File: src/rtl/request_bucket_arranger_macros.svh
// Assertion macros for the request bucket arranger.
`ifndef REQUEST_BUCKET_ARRANGER_MACROS_SVH
`define REQUEST_BUCKET_ARRANGER_MACROS_SVH

`ifndef NO_ASSERTIONS
`define RBA_ASSERT(lbl, clk, rst_n, prop) \
  lbl: assert property (@(posedge clk) disable iff (!rst_n) (prop)) \
    else $error("request_bucket_arranger: assertion failed");
`define RBA_ASSERT_IMPL(lbl, clk, rst_n, ante, cons) \
  lbl: assert property (@(posedge clk) disable iff (!rst_n) (ante) |-> (cons)) \
    else $error("request_bucket_arranger: assertion failed");
`define RBA_ASSERT_NEXT(lbl, clk, rst_n, ante, cons) \
  lbl: assert property (@(posedge clk) disable iff (!rst_n) (ante) |=> (cons)) \
    else $error("request_bucket_arranger: assertion failed");
`else
`define RBA_ASSERT(lbl, clk, rst_n, prop)
`define RBA_ASSERT_IMPL(lbl, clk, rst_n, ante, cons)
`define RBA_ASSERT_NEXT(lbl, clk, rst_n, ante, cons)
`endif

`endif

File: src/rtl/rba_pkg.sv
package rba_pkg;

  localparam int unsigned NUM_BUCKETS      = 16;
  localparam int unsigned BKT_W            = 4;
  localparam int unsigned SPLIT_W          = 3;
  localparam int unsigned CMD_W            = 2;
  localparam int unsigned ITEM_W           = 16;
  localparam int unsigned QTOK_W           = 16;
  localparam int unsigned KVTOK_W          = 20;
  localparam int unsigned THRESH_W         = 20;
  localparam logic [THRESH_W-1:0] THRESH_RESET = 20'd4096;
  localparam int unsigned BUCKET_DEPTH_DEF = 64;
  localparam int unsigned HANDLE_BITS_DEF  = 16;

  typedef enum logic [CMD_W-1:0] {
    CMD_APPEND  = 2'd0,
    CMD_CHECKED = 2'd1,
    CMD_READ    = 2'd2,
    CMD_CLEAR   = 2'd3
  } cmd_e;

  typedef enum logic {
    BK_IDLE,
    BK_READ
  } back_state_e;

  // classified command handed from front to back
  typedef struct packed {
    cmd_e              cmd;
    logic [BKT_W-1:0]  bucket;
    logic              list_start;
    logic [ITEM_W-1:0] handle;
  } op_t;

  typedef struct packed {
    logic               data_valid;
    logic [SPLIT_W-1:0] split_index;
    logic               last_in_split;
    logic               last_overall;
    logic               order_error;
    logic               overflow;
    logic               empty_res;
  } res_t;

endpackage

File: src/rtl/rba_queue.sv
module rba_queue (
  input  logic         clk_i,
  input  logic         rst_ni,
  input  logic         valid_i,
  output logic         ready_o,
  input  rba_pkg::op_t op_i,
  output logic         valid_o,
  input  logic         ready_i,
  output rba_pkg::op_t op_o
);
  import rba_pkg::*;

  localparam int unsigned QD    = 2;
  localparam int unsigned PTR_W = $clog2(QD);
  localparam int unsigned CNT_W = $clog2(QD + 1);

  op_t              slot_q [QD];
  logic [PTR_W-1:0] wr_ptr_q, rd_ptr_q;
  logic [CNT_W-1:0] cnt_q;
  logic             push, pop;

  assign ready_o = cnt_q != CNT_W'(QD);
  assign valid_o = cnt_q != '0;
  assign push    = valid_i && ready_o;
  assign pop     = valid_o && ready_i;
  assign op_o    = slot_q[rd_ptr_q];

  always_ff @(posedge clk_i or negedge rst_ni) begin
    if (!rst_ni) begin
      wr_ptr_q <= '0;
      rd_ptr_q <= '0;
      cnt_q    <= '0;
    end else begin
      if (push) begin
        wr_ptr_q <= wr_ptr_q + PTR_W'(1);
      end
      if (pop) begin
        rd_ptr_q <= rd_ptr_q + PTR_W'(1);
      end
      if (push && !pop) begin
        cnt_q <= cnt_q + CNT_W'(1);
      end else if (pop && !push) begin
        cnt_q <= cnt_q - CNT_W'(1);
      end
    end
  end

  always_ff @(posedge clk_i) begin
    if (push) begin
      slot_q[wr_ptr_q] <= op_i;
    end
  end

endmodule

File: config.mk
export PLATFORM = sky130hd
export DESIGN_NAME = rba_queue
export DESIGN_NICKNAME = d
export VERILOG_FILES = /design/src/rtl/request_bucket_arranger_macros.svh /design/src/rtl/rba_pkg.sv /design/src/rtl/rba_queue.sv
export SDC_FILE = /design/constraint.sdc
export NUM_CORES = 1
export LEC_CHECK = 0
export BUFFER_PORTS_ARGS = -buffer_cell sky130_fd_sc_hd__buf_2
export CAP_MARGIN = 10
export CORE_ASPECT_RATIO = 0.9
export CORE_MARGIN = 2
export CORE_UTILIZATION = 51
export CTS_CLUSTER_SIZE = 8
export DETAILED_ROUTE_END_ITERATION = 12
export PLACE_DENSITY = 0.88
export SYNTH_ARGS = -nofsm -noshare
export SYNTH_HDL_FRONTEND = slang
export SYNTH_SLANG_ARGS = --single-unit
File: constraint.sdc
create_clock -name clk_i -period 2.4 [get_ports clk_i]
set_input_delay 0.12 -clock clk_i [delete_from_list [all_inputs] [get_ports clk_i]]
set_output_delay 0.12 -clock clk_i [all_outputs]
set_load 0.05 [all_outputs]
==> results of run 1 <==
-- cell families after synthesis --
kind of cell	synth area share [%]
xor+xnor	2.24
buf+inv	2.81
fa+ha+maj	0.638
mux	16.9
flops	75.6
simple gates	1.85
-- layout make-up --
cell class / count / area (sq um)
Tap cell: 46 / 57.6
Sequential cell: 50 / 1480
Clock inverter: 2 / 8.76
Clock buffer: 6 / 72.6
Inverter: 1 / 3.75
Fill cell: 249 / 1340
Timing Repair Buffer: 56 / 320
Multi-Input combinational cell: 36 / 425
-- flip-flops by register name, indices dropped and copies added, names as in the netlist --
register  cells
wr_ptr_q      1
cnt_q         2
rd_ptr_q      1
slot_q       46
-- worst paths after layout --
kind	from	end	slack, ps
worst max-delay path	rd_ptr_q	op_o[7]	780
worst min-delay path	op_i[19]	slot_q[1][19]	20
worst max register to register	cnt_q[0]	slot_q[0][3]	810
worst min register to register	cnt_q[1]	cnt_q[1]	490
max in group asynchronous	rst_ni	rd_ptr_q	2110
min in group asynchronous	rst_ni	cnt_q[1]	170
-- power breakdown --
group / total [mW] / leakage, nW / internal (mW) / switching, mW
clock: 0.440 / 0.0426 / 0.201 / 0.239
combinational: 1.62 / 0.452 / 0.542 / 1.07
sequential: 1.27 / 0.474 / 1.20 / 0.0690
-- layout by cell type (no fill, tap or decap) --
| master | synthesis | final |
|---|---|---|
| clkbuf_8 | 0 | 5 |
| mux2_4 | 19 | 19 |
| mux2_2 | 4 | 4 |
| buf_4 | 0 | 2 |
| xor2_1 | 2 | 2 |
| nand2_1 | 1 | 1 |
| edfxtp_1 | 46 | 46 |
| nand2b_1 | 1 | 1 |
| buf_2 | 0 | 51 |
| inv_1 | 1 | 1 |
| dlygate4sd3_1 | 0 | 1 |
| nand2_2 | 1 | 1 |
| or2_1 | 1 | 1 |
| clkinv_1 | 0 | 1 |
| clkbuf_1 | 0 | 1 |
| buf_12 | 2 | 2 |
| nor2_2 | 0 | 1 |
| nor2_1 | 2 | 1 |
| ha_1 | 1 | 1 |
| dfrtp_1 | 4 | 4 |
| clkinv_2 | 0 | 1 |
| xnor2_1 | 3 | 3 |
| and3_1 | 1 | 1 |
-- metrics by stage --
stage	hold slack [ps]	total power, mW
finish	22.1	3.32
global route	8.66	3.46
CTS	14.8	3.35
detailed placement	-70.3	2.92
global placement	-73.9	2.87
floorplan	-176	2.65
-- per-layer routing --
layer | GRT usage, % | wire length (um) | vias up
met5 | 0 | 0 | -
met4 | 2.94 | 0 | 0
met3 | 5.16 | 248 | 0
met2 | 24.5 | 1530 | 40
met1 | 15.1 | 1150 | 456
li1 | - | - | 465
-- worst register-to-register path: cells and delay by family, from the launching register on --
kind                   cells  cell delay (ps)
and+or+nand+nor            3              680
DFF                        1              410
buffers and inverters      1              220
==> metrics, run 1 <==
status finished, final reports clean; critical path type reg2out; Startpoint Class flop; H-Tree Depth 2; Final nets 178; Synth Instances 90; Crit Path Max Fanout 16; ANT cells 0; Core Util, Final 64.0%; Synth area leader edfxtp_1; top-count cell post-synth edfxtp_1; number of antenna violations at the first check in global routing 0; max-cap violation count 0; clk sink count 50; CP cell instances buf_4, mux2_2, buf_2; drt wl/cell 14.9 um; Yosys warnings 0; layout cells sized above 1 57.0%; Max-slew headroom 68.4%; CP arrival 1500 ps; ys flop type edfxtp_1; RSZ-0062 raised after global routing no; Syn Nets 118; Ports 52; Pleak 0.969 nW; Final Wtd Congestion 0.701; first-pass GRT wire length 4510 um; row cnt 21; via count 961; Area growth syn-to-layout 20.9%; Post-Place Cells 188; number of global-route vias before repair 977; Port-buffer cells 51; f_max 0.618 GHz; clock slew at reported path FFs 80 ps; critical path's largest stage delay 380 ps; total track usage 13.5%; number of remaining DRC errors 0; mapped cell area 0.00196 sq mm; Final Hold Fails 0; slowest CP cell mux2_2; ranking of synthesized cells by area edfxtp_1, mux2_4, dfrtp_1; clock buffer depth 2; PwrDens 1400 mW/mm^2; setup TNS 0 ps; Die Ht 62.8 um; Worst R2R Path Depth 4; VDD IR max 0.000862 V; Req. time, crit path 2280 ps; sequential share of the synthesized area 75.6%; die area 0.00435 sq mm; Hold Path Class in2reg; Avg Cell Area, Syn 21.8 sq um; Remaining Overflow, GRT 0; Core ar. 0.00370 sq mm; CTS tree yes; most frequent cells after synthesis edfxtp_1, mux2_4, dfrtp_1, mux2_2, xnor2_1; initial core utilization 52.9%; worst-margin pin slew 474 ps; clk_skew 3.57 ps; Worst Path Buf+Inv 2; Hold Path Cell Cnt 1; Resized cells post-CTS 0; vias per cell 4.88; Clock Tree Root clkbuf_8; post-place setup slack 801 ps; worst skew pair latency 280 ps; cts bufs inserted 5; Total Wirelength 2930 um; Synth top area share 70.5%; Setup Viol. Count Final 0; pin count of the biggest net entering global routing 17; final period utilization 67.4%; CP delay by family, top buffers and inverters; Worst path depth 3; final instance area 0.00237 sq mm; CTS Hold Buffers Added 1; EDFF count, synth 46; DRT antenna net count 0; post-layout min period 1620 ps; Slew Limit Fails 0; Area after DPL 0.00228 sq mm; Crit. End Element output port; Post-synth ARST share 8.00%; Die Span X 69.3 um; Setup Buffers After CTS 0; Final Non-Filler Cells 197; HPWL Detailed 2160 um; Final WS setup 781 ps; 1st-iter DRT viols 51; iteration count of the initial detailed-routing pass 4; #FFs+latches synth 50; Netlist cell types 16
No activity file was read; power rests on OpenSTA's default activity.
==> inputs of run 2 (changes only) <==
--- a/config.mk
+++ b/config.mk
@@ -9,10 +9,10 @@
 export CAP_MARGIN = 10
 export CORE_ASPECT_RATIO = 0.9
 export CORE_MARGIN = 2
-export CORE_UTILIZATION = 51
+export CORE_UTILIZATION = 46
 export CTS_CLUSTER_SIZE = 8
 export DETAILED_ROUTE_END_ITERATION = 12
-export PLACE_DENSITY = 0.88
+export PLACE_DENSITY = 0.84
 export SYNTH_ARGS = -nofsm -noshare
 export SYNTH_HDL_FRONTEND = slang
 export SYNTH_SLANG_ARGS = --single-unit
==> constraint.sdc (replaced) <==
create_clock -name clk_i -period 1.3 [get_ports clk_i]
set_input_delay 0.065 -clock clk_i [delete_from_list [all_inputs] [get_ports clk_i]]
set_output_delay 0.065 -clock clk_i [all_outputs]
set_load 0.05 [all_outputs]
==> run 2 against run 1 <==
  * The flow now finishes with violations (setup timing)
  * Design area is 27% higher
  * Hold slack better by 93 ps
  * Global-route usage is 3.0 points higher
  * Non-clock buffer count is 35 higher
  * Total power is 130% higher
  * Worst setup slack worse by 950 ps
  * Clock skew is 6.8 ps higher
  * Utilization is 9.7 points higher
  * Highest routed layer is now met4
==> metrics, run 2 (synthesis results as in run 1) <==
vias per cell 4.76; most frequent cells in the layout edfxtp_1, buf_2, dlygate4sd3_1; Core ar. 0.00407 sq mm; CTS tree yes; Total Wirelength 3900 um; Final nets 213; ANT cells 0; Largest regs slot_q x46, cnt_q x2; clock buffer depth 2; failing checks setup timing; HPWL Detailed 2320 um; Final Wtd Congestion 0.738; Hold Path Class in2async; iteration count of the initial detailed-routing pass 4; VDD IR max 0.00193 V; die area 0.00480 sq mm; PwrDens 2520 mW/mm^2; CP arrival 1400 ps; Final Hold Fails 0; Remaining Overflow, GRT 0; final period utilization 113%; max-cap violation count 0; cts bufs inserted 5; Final Non-Filler Cells 234; Hold Slack 115 ps; clk sink count 50; Req. time, crit path 1240 ps; Area growth syn-to-layout 53.2%; Slew Limit Fails 0; f_max 0.681 GHz; DRT antenna net count 0; layout cells sized above 1 56.5%; drt wl/cell 16.7 um; Crit. End Element output port; Post-Place Cells 195; Die Ht 65.9 um; total track usage 16.5%; Setup Viol. Count Final 47; worst-margin pin slew 247 ps; post-layout min period 1470 ps; pin count of the biggest net entering global routing 24; RSZ-0062 raised after global routing yes; Fill cells 246; first-pass GRT wire length 5670 um; clock slew at reported path FFs 80 ps; Final WS setup -169 ps; number of global-route vias before repair 1206; Pleak 1.24 nW; number of antenna violations at the first check in global routing 0; status complete, but fails checks; row cnt 22; Die Span X 72.8 um; clk_skew 10.4 ps; Port-buffer cells 51; Largest Register slot_q; critical path type reg2out; Max-slew headroom 83.7%; initial core utilization 48.1%; max FFs per register 46; Clock Tree Root clkbuf_8; worst skew pair latency 300 ps; H-Tree Depth 2; Crit Path Max Fanout 7; Startpoint Class flop; via count 1115; most common cell after layout, fill and taps aside edfxtp_1; number of remaining DRC errors 0; post-place setup slack -98.5 ps; Ports 52; Design Power 7.58 mW; 1st-iter DRT viols 52
run 2: worst max-delay path, cell delays in order, from the launching register on:
cell	delay [ps]
dfrtp_2	470
clkbuf_16	190
mux2_4	300
buf_6	150
run 2: cell type report:
class | count | area [sq um] | share of cell area [%]
clock buffer | 7 | 76.3 | 2.54
clock inverter | 1 | 30.0 | 1.00
inverter | 1 | 6.26 | 0.208
multi-input combinational | 36 | 485 | 16.2
sequential | 50 | 1480 | 49.4
tap | 48 | 60.1 | 2.00
timing repair buffer | 91 | 861 | 28.7
run 2: worst paths after layout:
kind                               start        to  slack [ps]  depth (start not counted)
worst max-delay path            rd_ptr_q   op_o[9]        -170                          3
max in group asynchronous         rst_ni  rd_ptr_q        1030                          2
min in group clk_i               ready_i  rd_ptr_q         160                          4
worst min-delay path              rst_ni  cnt_q[0]         120                          2
worst max register to register  cnt_q[0]  cnt_q[1]         -80                          6
worst min register to register  wr_ptr_q  wr_ptr_q         570                          1
run 2: metrics by stage:
stage                     util, %  cell area [sq um]  setup TNS (ps)
final                        73.7               3000           -4060
after global routing         73.7               3000           -6310
after CTS                    69.9               2850           -3580
after detailed placement     58.1               2370            -397
after global placement       58.1               2370           -37.7
after floorplan                 -               2000           -8440
run 2: power breakdown:
| group | leakage (nW) | switching (mW) | internal [mW] |
|---|---|---|---|
| registers | 0.473 | 0.183 | 2.21 |
| logic | 0.713 | 2.23 | 1.92 |
| clock network | 0.0524 | 0.462 | 0.576 |
| total | 1.24 | 2.87 | 4.71 |
run 2: timing repair:
item | 4_1_cts | 5_1_grt
endpoints found under the hold margin | 50 | 0
setup buffers | 2 | 3
gates cloned | 0 | 2
gates resized for setup | 40 | 24
pin swaps | 4 | 5
hold buffers | 24 | 0
setup endpoints to repair | 47 | 33
run 2: routing by layer:
layer	global-route usage (%)	part of all wire, %	up-vias
met5	0	0	-
met4	5.79	0.26	0
met3	5.79	5.2	2
met2	29.5	55	48
met1	18.0	39	533
li1	-	-	532
==> inputs of run 3 (changes only) <==
--- a/config.mk
+++ b/config.mk
@@ -13,6 +13,7 @@
 export CTS_CLUSTER_SIZE = 8
 export DETAILED_ROUTE_END_ITERATION = 12
 export PLACE_DENSITY = 0.84
+export RECOVER_POWER = 50
 export SYNTH_ARGS = -nofsm -noshare
 export SYNTH_HDL_FRONTEND = slang
 export SYNTH_SLANG_ARGS = --single-unit
==> run 3 against run 2 <==
  * The flow still finishes with violations (setup timing)
  * Clock power about the same
  * First-iteration DRC count decreased by 9.6%
  * Clock skew about the same
  * Highest routed layer unchanged
  * Sequential power about the same
  * Largest power group unchanged
==> metrics, run 3 (synthesis results as in run 1) <==
Largest Register slot_q; slowest CP cell dfrtp_2; met2 routed WL 2150 um; Final Non-Filler Cells 234; worst skew pair latency 300 ps; clock buffer depth 2; RSZ-0062 raised after global routing yes; Slew Limit Fails 0; critical path's largest stage delay 470 ps; number of global-route vias before repair 1206; share of power burned in registers 31.6%; area of the multi-input gates 485 sq um; Post-Place Cells 195; Crit Path Max Fanout 7; Hold Path Class in2async; final period utilization 113%; vias per cell 4.79; setup TNS -4050 ps; CTS tree yes; power share of the clock group 13.7%; H-Tree Depth 2; Final WS setup -169 ps; max FFs per register 46; clk_skew 10.5 ps; die area 0.00480 sq mm; highest routed layer met4; total track usage 16.5%; Reg area 0.00148 sq mm; Setup Viol. Count Final 47; clk sink count 50; failing checks setup timing; layout cells sized above 1 47.3%; Area growth syn-to-layout 52.1%; Die Span X 72.8 um; Final Hold Fails 0; Switch Pwr 2.87 mW; Cell Int Power 4.70 mW; row cnt 22; worst-margin pin slew 261 ps; 1st-iter DRT viols 47; pin count of the biggest net entering global routing 24; Req. time, crit path 1240 ps; switching power share of the total 37.9%; Final Wtd Congestion 0.738; f_max 0.681 GHz; met3 routed WL 197 um; iteration count of the initial detailed-routing pass 4; Met1 Wirelength 1520 um; Final nets 213; PwrDens 2540 mW/mm^2; status complete, but fails checks; CP delay by family, top flip-flops; combinational power share 54.6%; VDD IR max 0.00194 V; ANT cells 0; CP arrival 1400 ps; max-cap violation count 0; most common cell after layout, fill and taps aside edfxtp_1; critical path type reg2out; HPWL Detailed 2320 um; cts bufs inserted 5; Fill cells 258; Remaining Overflow, GRT 0; Largest regs slot_q x46, cnt_q x2; CP cell instances clkbuf_16, mux2_4, buf_6; most frequent cells in the layout edfxtp_1, dlygate4sd3_1, mux2_4; Die Ht 65.9 um; Core ar. 0.00407 sq mm; number of antenna violations at the first check in global routing 0; first-pass GRT wire length 5670 um; Clock Tree Root clkbuf_8; Port-buffer cells 51; Max-slew headroom 82.6%; Pleak 1.19 nW; number of remaining DRC errors 0; Startpoint Class flop; Crit. End Element output port; Ports 52; Total Wirelength 3880 um; Worst Path Buf+Inv 2; clock slew at reported path FFs 90 ps; post-layout min period 1470 ps; drt wl/cell 16.6 um; initial core utilization 48.1%; DRT antenna net count 0; Core Util, Final 73.2%; via count 1121
## run 3: path summary, 6_finish.rpt
| kind | startpoint | end | slack [ps] | depth (start not counted) |
|---|---|---|---|---|
| worst max register to register | cnt_q[0] | cnt_q[1] | -80 | 6 |
| worst max-delay path | rd_ptr_q | op_o[9] | -170 | 3 |
| min in group clk_i | ready_i | rd_ptr_q | 160 | 4 |
| worst min register to register | wr_ptr_q | wr_ptr_q | 570 | 1 |
| max in group asynchronous | rst_ni | rd_ptr_q | 910 | 2 |
| worst min-delay path | rst_ni | cnt_q[0] | 150 | 2 |
## run 3: cell type report
cell class              instances  share of cell area, %
clock inverters                 1                   1.01
clock buffers                   7                   2.56
inverters                       1                  0.210
well taps                      48                   2.02
flip-flops and latches         50                   49.7
multi-input cells              36                   16.3
repair buffers                 91                   28.2
## run 3: power by group through the flow
| stage | sequential [mW] | clock (mW) | combinational, mW |
|---|---|---|---|
| floorplan | 2.36 | 0 | 2.62 |
| global placement | 2.38 | 0 | 3.16 |
| detailed placement | 2.42 | 0 | 3.23 |
| CTS | 2.37 | 1.07 | 3.72 |
| global route | 2.43 | 1.14 | 4.31 |
| finish | 2.40 | 1.04 | 4.14 |
## run 3: worst register-to-register path, delay by kind of cell (launching register included)
kind	cells	cell delay (ps)
simple gates	3	430
flops	1	410
xor+xnor	2	290
fa+ha+maj	1	130
## run 3: routing by layer
| layer | GRT usage (%) | vias to the layer above |
|---|---|---|
| met3 | 5.79 | 2 |
| met2 | 29.5 | 48 |
| met4 | 5.79 | 0 |
| met5 | 0 | - |
| li1 | - | 531 |
| met1 | 18.0 | 540 |
## run 3: per-stage QoR
step	power [mW]	instance area, sq um	setup WS, ps	hold slack, ps
finish	7.57	2980	-169	151
global placement	5.54	2370	-37.7	-127
CTS	7.16	2850	-187	86.5
global route	7.88	2980	-215	155
floorplan	4.97	2000	-202	-231
detailed placement	5.64	2370	-98.5	-119
## run 3: repair_timing
| item | CTS | global route |
|---|---|---|
| resized for setup | 40 | 24 |
| setup buffers | 2 | 3 |
| hold endpoints to repair | 50 | 0 |
| pin swaps | 4 | 5 |
| setup endpoints to repair | 47 | 33 |
| gates cloned | 0 | 2 |
| hold buffers | 24 | 0 |
