**src/rtl/request_bucket_arranger_macros.svh**
```systemverilog
// Assertion macros for the request bucket arranger.
`ifndef REQUEST_BUCKET_ARRANGER_MACROS_SVH
`define REQUEST_BUCKET_ARRANGER_MACROS_SVH

`ifndef NO_ASSERTIONS
`define RBA_ASSERT(lbl, clk, rst_n, prop) \
  lbl: assert property (@(posedge clk) disable iff (!rst_n) (prop)) \
    else $error("request_bucket_arranger: assertion failed");
`define RBA_ASSERT_IMPL(lbl, clk, rst_n, ante, cons) \
  lbl: assert property (@(posedge clk) disable iff (!rst_n) (ante) |-> (cons)) \
    else $error("request_bucket_arranger: assertion failed");
`define RBA_ASSERT_NEXT(lbl, clk, rst_n, ante, cons) \
  lbl: assert property (@(posedge clk) disable iff (!rst_n) (ante) |=> (cons)) \
    else $error("request_bucket_arranger: assertion failed");
`else
`define RBA_ASSERT(lbl, clk, rst_n, prop)
`define RBA_ASSERT_IMPL(lbl, clk, rst_n, ante, cons)
`define RBA_ASSERT_NEXT(lbl, clk, rst_n, ante, cons)
`endif

`endif

```
**src/rtl/rba_pkg.sv**
```systemverilog
package rba_pkg;

  localparam int unsigned NUM_BUCKETS      = 16;
  localparam int unsigned BKT_W            = 4;
  localparam int unsigned SPLIT_W          = 3;
  localparam int unsigned CMD_W            = 2;
  localparam int unsigned ITEM_W           = 16;
  localparam int unsigned QTOK_W           = 16;
  localparam int unsigned KVTOK_W          = 20;
  localparam int unsigned THRESH_W         = 20;
  localparam logic [THRESH_W-1:0] THRESH_RESET = 20'd4096;
  localparam int unsigned BUCKET_DEPTH_DEF = 64;
  localparam int unsigned HANDLE_BITS_DEF  = 16;

  typedef enum logic [CMD_W-1:0] {
    CMD_APPEND  = 2'd0,
    CMD_CHECKED = 2'd1,
    CMD_READ    = 2'd2,
    CMD_CLEAR   = 2'd3
  } cmd_e;

  typedef enum logic {
    BK_IDLE,
    BK_READ
  } back_state_e;

  // classified command handed from front to back
  typedef struct packed {
    cmd_e              cmd;
    logic [BKT_W-1:0]  bucket;
    logic              list_start;
    logic [ITEM_W-1:0] handle;
  } op_t;

  typedef struct packed {
    logic               data_valid;
    logic [SPLIT_W-1:0] split_index;
    logic               last_in_split;
    logic               last_overall;
    logic               order_error;
    logic               overflow;
    logic               empty_res;
  } res_t;

endpackage

```
**src/rtl/rba_front.sv**
```systemverilog
module rba_front (
  input  logic                          clk_i,
  input  logic                          rst_ni,
  input  logic                          cfg_valid_i,
  output logic                          cfg_ready_o,
  input  logic [rba_pkg::THRESH_W-1:0]  cfg_data_i,
  input  logic                          in_valid_i,
  output logic                          in_ready_o,
  input  logic [rba_pkg::CMD_W-1:0]     cmd_i,
  input  logic [rba_pkg::ITEM_W-1:0]    item_handle_i,
  input  logic [rba_pkg::QTOK_W-1:0]    query_tokens_i,
  input  logic [rba_pkg::KVTOK_W-1:0]   kv_tokens_i,
  input  logic                          save_kv_i,
  input  logic                          kvp_request_i,
  input  logic                          list_start_i,
  output logic                          op_valid_o,
  input  logic                          op_ready_i,
  output rba_pkg::op_t                  op_o
);
  import rba_pkg::*;

  logic [THRESH_W-1:0] thresh_q;

  always_ff @(posedge clk_i or negedge rst_ni) begin
    if (!rst_ni) begin
      thresh_q <= THRESH_RESET;
    end else if (cfg_valid_i) begin
      thresh_q <= cfg_data_i;
    end
  end

  assign cfg_ready_o = 1'b1;

  // each true test sorts later
  always_comb begin
    op_o.cmd        = cmd_e'(cmd_i);
    op_o.bucket[3]  = query_tokens_i <= QTOK_W'(1);
    op_o.bucket[2]  = kv_tokens_i <= thresh_q;
    op_o.bucket[1]  = !save_kv_i;
    op_o.bucket[0]  = kvp_request_i;
    op_o.list_start = list_start_i;
    op_o.handle     = item_handle_i;
  end

  assign op_valid_o = in_valid_i;
  assign in_ready_o = op_ready_i;

endmodule

```
**config.mk**
```make
export PLATFORM = sky130hd
export DESIGN_NAME = rba_front
export DESIGN_NICKNAME = d
export VERILOG_FILES = /design/src/rtl/request_bucket_arranger_macros.svh /design/src/rtl/rba_pkg.sv /design/src/rtl/rba_front.sv
export SDC_FILE = /design/constraint.sdc
export NUM_CORES = 1
export LEC_CHECK = 0
export BUFFER_PORTS_ARGS = -buffer_cell sky130_fd_sc_hd__buf_4
export CORE_MARGIN = 5
export CORE_UTILIZATION = 25
export CTS_CLUSTER_DIAMETER = 80
export DETAILED_ROUTE_END_ITERATION = 6
export REMOVE_ABC_BUFFERS = 1
export SYNTH_ARGS = -nofsm -noshare
export SYNTH_HDL_FRONTEND = slang
export SYNTH_SLANG_ARGS = --single-unit
```
**constraint.sdc**
```tcl
create_clock -name clk_i -period 1.8 [get_ports clk_i]
set_input_delay 0.45 -clock clk_i [delete_from_list [all_inputs] [get_ports clk_i]]
set_output_delay 0.45 -clock clk_i [all_outputs]
set_load 0.02 [all_outputs]
```
==> impl_metrics.yaml, run 1 <==
floorplan:
  core_area_mm2: 0.00557
  die_y_um: 86.1
  fp.dieArea_mm2: 0.00741
  die_x_um: 86.1
  start_util: 0.259
  ioPinCount: 108
  core.rowCount: 27
drt:
  drcViolationCount: 0
  final_antenna_net_count: 0
  vias: 1245
  totalWireLength_um: 3960
  wire_per_inst_um: 13.9
  drt_first_pass_iters: 4
  routed_via_density: 4.37
  dr.first_iter.drc_count: 48
finish:
  largest_reg_flops: 20
  finalNonFillerCells: 285
  largest-register: "thresh_q"
  final_core_util: 0.355
  nets: 316
  layout-drive-gt1-share: 0.408
  fillCellCount: 602
  insertedDiodeCount: 0
  area_delta_synth_final_pct: 36.9
  reg.largest.list: "thresh_q (20)"
synthesis:
  syn_avg_cell_area_um2: 8.82
  synth-seq-area-share: 0.347
  synth.most_common_cell: "nand2_1"
  synth_area_leaders: "dfrtp_1 (33%), ha_1 (17%), buf_4 (12%), o21ai_0 (6.6%), nand2_1 (6.5%)"
  syn_area_mm2: 0.00145
  ys_ff_latch: 20
  synth_top_area_share: 0.329
  ys_top_cells_by_count: "nand2_1 (25), buf_4 (23), inv_1 (21)"
  ys_warn_count: 0
  synth.distinct_cells: 29
  yosysTopAreaCell: "dfrtp_1"
  async_flop_share: 1.00
  synthFlopType: "dfrtp_1"
  synth_edf_count: 0
  postSynthCellCount: 164
global_route:
  use_met1: 0.135
  globalRoute.busiestLayer: "met2"
  globalRouteMet3Util: 0.0605
  grt_use_total: 0.107
  use_met2: 0.156
  grt_max_degree: 22
  gr-total-overflow: 0
  antenna_found_initial: 0
  grt_pass1_wl_um: 6110
  grt_pass1_vias: 1300
timing:
  hold_viol: 0
  finClkSkew_ns: 0
  timing.final.ws_setup_ns: -0.561
  layout_min_cycle_time_ns: 2.36
  period_share: 1.31
  whs_ns: 0.0586
  setup_viol: 1
  rsz0062_at_grt: "true"
  max_freq_mhz: 424
  slew_violations: 0
power:
  p_switching_w: 0.000339
  pwr-share-clk: 0.345
  p_comb_frac: 0.277
  swShare: 0.256
  leakage_nw: 1.02
  vdd_drop_max_uv: 289
  seqPwrFrac: 0.378
  power.density_mw_per_mm2: 670
  p_int_w: 0.000988
clock_tree:
  numCtsBuffers: 3
  cts_tree: "done"
  cts_max_path_buffers: 2
  cts_hold_buf: 0
  post_cts_buffers: 0
  clock-sinks: 20
  cts_max_level: 1
  clockRootBuffer: "clkbuf_8"
  clk_latency_ns: 0.26
  clkSlewWorstSetupHoldPaths_ns: 0.08
run_status:
  status: "finished, violations left"
  violations: "negative setup slack"
worst_setup_path:
  crit_path_end_kind: "output pin"
  crit_required_ns: 1.35
  cp-start-kind: "register"
  critical_path_class: "register to output pin"
  slowest_stage: "dfrtp_1"
  rr_worst_depth: 2
  arrival_ns: 1.91
  timing.critical_path.fanout_max: 2
  cpPeakStageDelay_ns: 0.36
  crit_path_cell_trace: "inv_1, ha_1, nor2b_1, o211ai_2, a21boi_2, o41ai_2, o2bb2ai_1, buf_4"
placed_design:
  hpwl_um: 3320
  dp_cells: 281
  gp_routability_congestion: 0.734
  io_buffer_count: 61
run:
  cap_violations: 0
min_path:
  hold_path_class: "input pin to asynchronous set/reset pin"
## through the flow
stage / instance area (um^2) / setup WS (ns) / setup TNS, ns / power (W)
6_report: 1980 / -0.561 / -0.561 / 0.00133
3_5_place_dp: 1890 / -0.540 / -0.540 / 0.000876
2_1_floorplan: 1260 / -0.245 / -0.245 / 0.000672
5_1_grt: 1980 / -0.670 / -0.670 / 0.00142
3_3_place_gp: 1890 / -0.539 / -0.539 / 0.000868
4_1_cts: 1980 / -0.593 / -0.593 / 0.00136
## repair_timing
action,in CTS,in global routing
hold endpoints to repair,0,0
pin swaps,2,3
gates resized for setup,3,0
endpoints found under the setup margin,1,1
## worst max-delay path: cells and delay by family (launching register included)
family,cells,cell delay (ns)
AO/OA/AOI/OAI,4,0.68
adder cells (fa/ha/maj),1,0.23
buffers and inverters,2,0.24
flip-flops,1,0.36
AND/OR/NAND/NOR,1,0.15
## logic make-up (layout without fill, tap and decap cells)
group | Yosys count | count (layout) | synth area share
AND/OR/NAND/NOR | 40 | 40 | 0.139
buffers and inverters | 48 | 97 | 0.186
adder cells (fa/ha/maj) | 20 | 20 | 0.173
other | 1 | 1 | 0.00259
multiplexers | 1 | 1 | 0.00778
flip-flops | 20 | 20 | 0.347
AO/OA/AOI/OAI | 34 | 34 | 0.144
## layout make-up
class	instances	area [um^2]	share of cell area
multi-input combinational	96	697	0.352
timing repair buffer	72	541	0.273
sequential	20	502	0.253
tap	72	90.1	0.0455
inverter	21	78.8	0.0398
clock buffer	3	41.3	0.0209
clock inverter	1	30.0	0.0152
## power groups by stage
stage / Clock [W] / Combinational [W] / Sequential, W
2_1_floorplan: 0 / 0.000165 / 0.000507
3_3_place_gp: 0 / 0.000360 / 0.000508
3_5_place_dp: 0 / 0.000365 / 0.000511
4_1_cts: 0.000483 / 0.000378 / 0.000502
5_1_grt: 0.000499 / 0.000420 / 0.000505
6_report: 0.000458 / 0.000368 / 0.000501
## final timing paths
kind | slack, ns | start | to
worst max-delay path | -0.56 | thresh_q[1] | op_o[19]
worst min-delay path | 0.06 | rst_ni | thresh_q[19]
worst max register to register | 1.01 | thresh_q[12] | thresh_q[12]
worst min register to register | 0.51 | thresh_q[12] | thresh_q[12]
max in group asynchronous | 1.47 | rst_ni | thresh_q[12]
min in group clk_i | 0.39 | cfg_data_i[11] | thresh_q[11]
## cell usage in the layout (no fill, tap or decap), drive strengths merged
cell and count:
buf 72, o2bb2ai 1, mux2 1, nor3 3
ha 20, a211oi 1, dfrtp 19, conb 1
nand3 2, bufinv 1, dfstp 1, o211ai 1
nor4 3, a21oi 7, a21boi 2, nor2b 1
inv 21, nor2 2, o41ai 1, nand2 25
o21ai 19, and4 1, o21a 2, nand4 3
clkbuf 3
## layer usage
| metal | routed length (um) | vias to the layer above |
|---|---|---|
| met2 | 1710 | 65 |
| met3 | 492 | 4 |
| met5 | 0 | - |
| met4 | 34 | 0 |
| li1 | - | 618 |
| met1 | 1730 | 558 |
No activity file was read; power rests on OpenSTA's default activity.
==> run 2, diff against run 1 <==
Settings changed: CELL_PAD_IN_SITES_DETAIL_PLACEMENT set to 1, CELL_PAD_IN_SITES_GLOBAL_PLACEMENT set to 1, PLACE_DENSITY set to 0.73.
==> impl_metrics.yaml, run 2 (synthesis gave the netlist of run 1 again) <==
run_status:
  status: "finished, violations left"
  violations: "negative setup slack"
finish:
  fillCellCount: 660
  final_common_cell: "buf_4"
  reg.largest.list: "thresh_q (20)"
  largest_reg_flops: 20
  largest-register: "thresh_q"
  layout-drive-gt1-share: 0.482
  layout_common_cells: "buf_4 (79), nand2_1 (24), o21ai_0 (19), dfrtp_1 (19), inv_1 (16)"
  nets: 323
  area_delta_synth_final_pct: 45.4
  finalNonFillerCells: 292
  insertedDiodeCount: 0
  final_core_util: 0.377
timing:
  finalSetupTns_ns: -0.569
  timing.final.ws_setup_ns: -0.569
  whs_ns: 0.0544
  rsz0062_at_grt: "true"
  slew_violations: 0
  hold_viol: 0
  max_freq_mhz: 422
  setup_viol: 1
  finClkSkew_ns: 0
  period_share: 1.32
  layout_min_cycle_time_ns: 2.37
placed_design:
  post-place-ws_ns: -0.569
  dp_cells: 282
  gp_routability_congestion: 0.704
  hpwl_um: 3560
  io_buffer_count: 61
power:
  vdd_drop_max_uv: 349
  p_switching_w: 0.000366
  p_comb_frac: 0.301
  power.density_mw_per_mm2: 660
  swShare: 0.264
  p_int_w: 0.00102
  leakage_nw: 1.05
  seqPwrFrac: 0.363
  pwr-share-clk: 0.336
clock_tree:
  clk_latency_ns: 0.26
  cts_tree: "done"
  numCtsBuffers: 3
  cts_hold_buf: 0
  clock-sinks: 20
  clockRootBuffer: "clkbuf_8"
  clkSlewWorstSetupHoldPaths_ns: 0.09
  cts_max_path_buffers: 2
  cts_max_level: 1
drt:
  routed_via_density: 4.52
  dr.first_iter.drc_count: 19
  drcViolationCount: 0
  vias: 1321
  drt_first_pass_iters: 4
  wire_per_inst_um: 15.0
  final_antenna_net_count: 0
  totalWireLength_um: 4380
floorplan:
  die_y_um: 86.1
  die_x_um: 86.1
  core_area_mm2: 0.00557
  core.rowCount: 27
  ioPinCount: 108
  fp.dieArea_mm2: 0.00741
  start_util: 0.259
worst_setup_path:
  cpLargestDelayFamily: "compound AO/OA/AOI/OAI gates"
  cp-start-kind: "register"
  crit_required_ns: 1.35
  slowest_stage: "dfrtp_1"
  crit_path_end_kind: "output pin"
  cpPeakStageDelay_ns: 0.38
  crit_buf_inv: 2
  timing.critical_path.fanout_max: 2
  crit_path_cell_trace: "inv_2, ha_4, nand4_1, nor3_2, a21boi_2, o41ai_2, o2bb2ai_1, buf_4"
  critical_path_class: "register to output pin"
  r2r_slack_ns: 0.90
  arrival_ns: 1.92
global_route:
  antenna_found_initial: 0
  grt_max_degree: 23
  grt_use_total: 0.117
  gr-total-overflow: 0
  grt_pass1_wl_um: 6820
  grt_pass1_vias: 1524
run:
  cap_violations: 0
min_path:
  hold_path_class: "input pin to asynchronous set/reset pin"
[run 2: changes by cell type in the layout (fill, tap and decap cells not counted), moves of 5 or more]
cell	previous run	this run
inv_1	21	16
ha_4	1	6
inv_2	0	5
buf_4	72	79
ha_1	19	14
[run 2: repair_timing]
item,4_1_cts,5_1_grt
buffers inserted,4,2
pin swaps,6,3
gates resized for setup,12,4
setup endpoints to repair,1,1
[run 2: worst paths after layout]
check	startpoint	to	cells past startpoint
max in group asynchronous	rst_ni	thresh_q[12]	1
min in group clk_i	cfg_data_i[6]	thresh_q[6]	3
max reg2reg	thresh_q[8]	thresh_q[8]	4
max	thresh_q[10]	op_o[19]	8
min	rst_ni	thresh_q[17]	1
min reg2reg	thresh_q[12]	thresh_q[12]	2
[run 2: power by group through the flow]
stage / Sequential, W / Combinational, W / Clock [W]
2_1_floorplan: 0.000507 / 0.000165 / 0
3_3_place_gp: 0.000509 / 0.000361 / 0
3_5_place_dp: 0.000512 / 0.000374 / 0
4_1_cts: 0.000505 / 0.000407 / 0.000477
5_1_grt: 0.000508 / 0.000476 / 0.000498
6_report: 0.000504 / 0.000418 / 0.000466
[run 2: cell type report]
type | count | area (um^2) | area share
Inverter | 21 | 78.8 | 0.0375
Clock buffer | 3 | 41.3 | 0.0196
Timing Repair Buffer | 79 | 593 | 0.282
Sequential cell | 20 | 502 | 0.239
Clock inverter | 1 | 30.0 | 0.0143
Multi-Input combinational cell | 96 | 768 | 0.365
Tap cell | 72 | 90.1 | 0.0428
[run 2: stage by stage]
step                area (um^2)  total power, W
finish                     2100         0.00139
global route               2100         0.00148
CTS                        2060         0.00139
detailed placement         1890        0.000886
global placement           1890        0.000869
floorplan                  1260        0.000672
[run 2: worst reg2reg max path, cell delays in order, from the launching register on]
cell and delay, ns:
dfrtp_1 0.35, inv_2 0.06, buf_4 0.12, buf_4 0.12
o21ai_0 0.17
[run 2: metal layers]
layer / share of wire / GRT usage / vias up / routed length [um]
met5: 0 / 0.0140 / - / 0
met4: 0.011 / 0.0273 / 0 / 47
met2: 0.45 / 0.195 / 72 / 1990
li1: - / - / 634 / -
met1: 0.42 / 0.134 / 607 / 1850
met3: 0.11 / 0.0567 / 8 / 493
==> run 3, diff against run 2 <==
Settings changed: SETUP_SLACK_MARGIN set to 0.2.
==> impl_metrics.yaml, run 3 (synthesis gave the netlist of run 1 again) <==
run_status:
  status: "finished, violations left"
  violations: "negative setup slack"
global_route:
  antenna_found_initial: 0
  grt_max_degree: 23
  grt_pass1_wl_um: 6910
  gr-total-overflow: 0
  grt_pass1_vias: 1548
  grt_use_total: 0.119
timing:
  timing.final.ws_setup_ns: -0.561
  finalSetupTns_ns: -0.561
  slew_violations: 0
  layout_min_cycle_time_ns: 2.36
  max_freq_mhz: 424
  period_share: 1.31
  rsz0062_at_grt: "true"
  hold_viol: 0
  setup_viol: 1
  whs_ns: 0.0546
  finClkSkew_ns: 0
clock_tree:
  clockRootBuffer: "clkbuf_8"
  cts_max_level: 1
  clkSlewWorstSetupHoldPaths_ns: 0.09
  clock-sinks: 20
  cts_tree: "done"
  cts_max_path_buffers: 2
  numCtsBuffers: 3
  clk_latency_ns: 0.26
  cts_hold_buf: 0
drt:
  drt_first_pass_iters: 4
  wire_per_inst_um: 15.4
  routed_via_density: 4.54
  final_antenna_net_count: 0
  drcViolationCount: 0
  vias: 1326
  dr.first_iter.drc_count: 23
  totalWireLength_um: 4490
power:
  p_int_w: 0.00103
  vdd_drop_max_uv: 349
  p_switching_w: 0.000373
  pwr-share-clk: 0.332
  power.density_mw_per_mm2: 647
  seqPwrFrac: 0.360
  leakage_nw: 1.06
  p_comb_frac: 0.308
  power.total_w: 0.00140
  swShare: 0.267
worst_setup_path:
  r2r-end: "thresh_q[8]"
  cp-start-kind: "register"
  r2r_slack_ns: 0.90
  timing.critical_path.fanout_max: 2
  startpoint: "thresh_q[5]"
  crit_path_end_kind: "output pin"
  crit_required_ns: 1.35
  arrival_ns: 1.91
  r2r-start: "thresh_q[8]"
  critical_path_class: "register to output pin"
  rr_worst_depth: 4
finish:
  nets: 323
  layout_common_cells: "buf_4 (74), nand2_1 (24), o21ai_0 (19), dfrtp_1 (19), inv_1 (16)"
  reg.largest.list: "thresh_q (20)"
  final_common_cell: "buf_4"
  layout-drive-gt1-share: 0.495
  final_area_mm2: 0.00217
  area_delta_synth_final_pct: 49.8
  largest_reg_flops: 20
  insertedDiodeCount: 0
  largest-register: "thresh_q"
floorplan:
  die_y_um: 86.1
  core_area_mm2: 0.00557
  start_util: 0.259
  core.rowCount: 27
  die_x_um: 86.1
  ioPinCount: 108
  fp.dieArea_mm2: 0.00741
placed_design:
  gp_routability_congestion: 0.704
  placed_area_mm2: 0.00189
  post-place-ws_ns: -0.569
  io_buffer_count: 61
  hpwl_um: 3560
run:
  cap_violations: 0
min_path:
  hold_path_class: "input pin to asynchronous set/reset pin"
[run 3: cell counts in the layout (fill, tap and decap cells not counted)]
Identical to the previous run, type by type.
[run 3: how the worst max path moves through the flow]
| stage | slack [ns] | end |
|---|---|---|
| after floorplan | -0.24 | op_o[19] |
| after global placement | -0.52 | op_o[19] |
| final | -0.56 | op_o[19] |
| after global routing | -0.69 | op_o[19] |
| after detailed placement | -0.57 | op_o[19] |
| after CTS | -0.65 | op_o[19] |
[run 3: repair_timing]
action / in CTS / in global routing
buffers inserted: 4 / 2
pin swaps: 10 / 4
endpoints found under the hold margin: 0 / 0
resized for setup: 20 / 7
endpoints found under the setup margin: 2 / 2
[run 3: area by class of cell]
cell class / count / area, um^2
clock buffers: 3 / 41.3
clock inverters: 1 / 30.0
fillers: 646 / 3410
inverters: 21 / 78.8
multi-input cells: 96 / 813
flip-flops and latches: 20 / 502
well taps: 72 / 90.1
repair buffers: 79 / 612
[run 3: power groups by stage]
stage	sequential (W)	clock, W	combinational, W
CTS	0.000505	0.000477	0.000413
finish	0.000504	0.000466	0.000431
global placement	0.000509	0	0.000361
floorplan	0.000507	0	0.000165
detailed placement	0.000512	0	0.000374
global route	0.000508	0.000498	0.000490
[run 3: layer usage]
layer,track usage,vias up,wire (um)
li1,-,634,-
met1,0.133,612,1850
met2,0.201,72,2090
met3,0.0567,8,499
met4,0.0273,0,47
met5,0.0140,-,0
[run 3: metrics by stage]
stage | utilization | cells
after floorplan | - | 137
after global placement | 0.340 | 282
after detailed placement | 0.340 | 282
after CTS | 0.376 | 290
after global routing | 0.389 | 292
final | 0.389 | 292
[run 3: critical path: stages, from the launching register on]
cell       delay, ns
dfrtp_1         0.37
inv_1           0.07
ha_1            0.25
a21oi_2         0.14
o21a_1          0.12
nor2_1          0.04
o41ai_2         0.31
o2bb2ai_1       0.17
buf_4           0.17
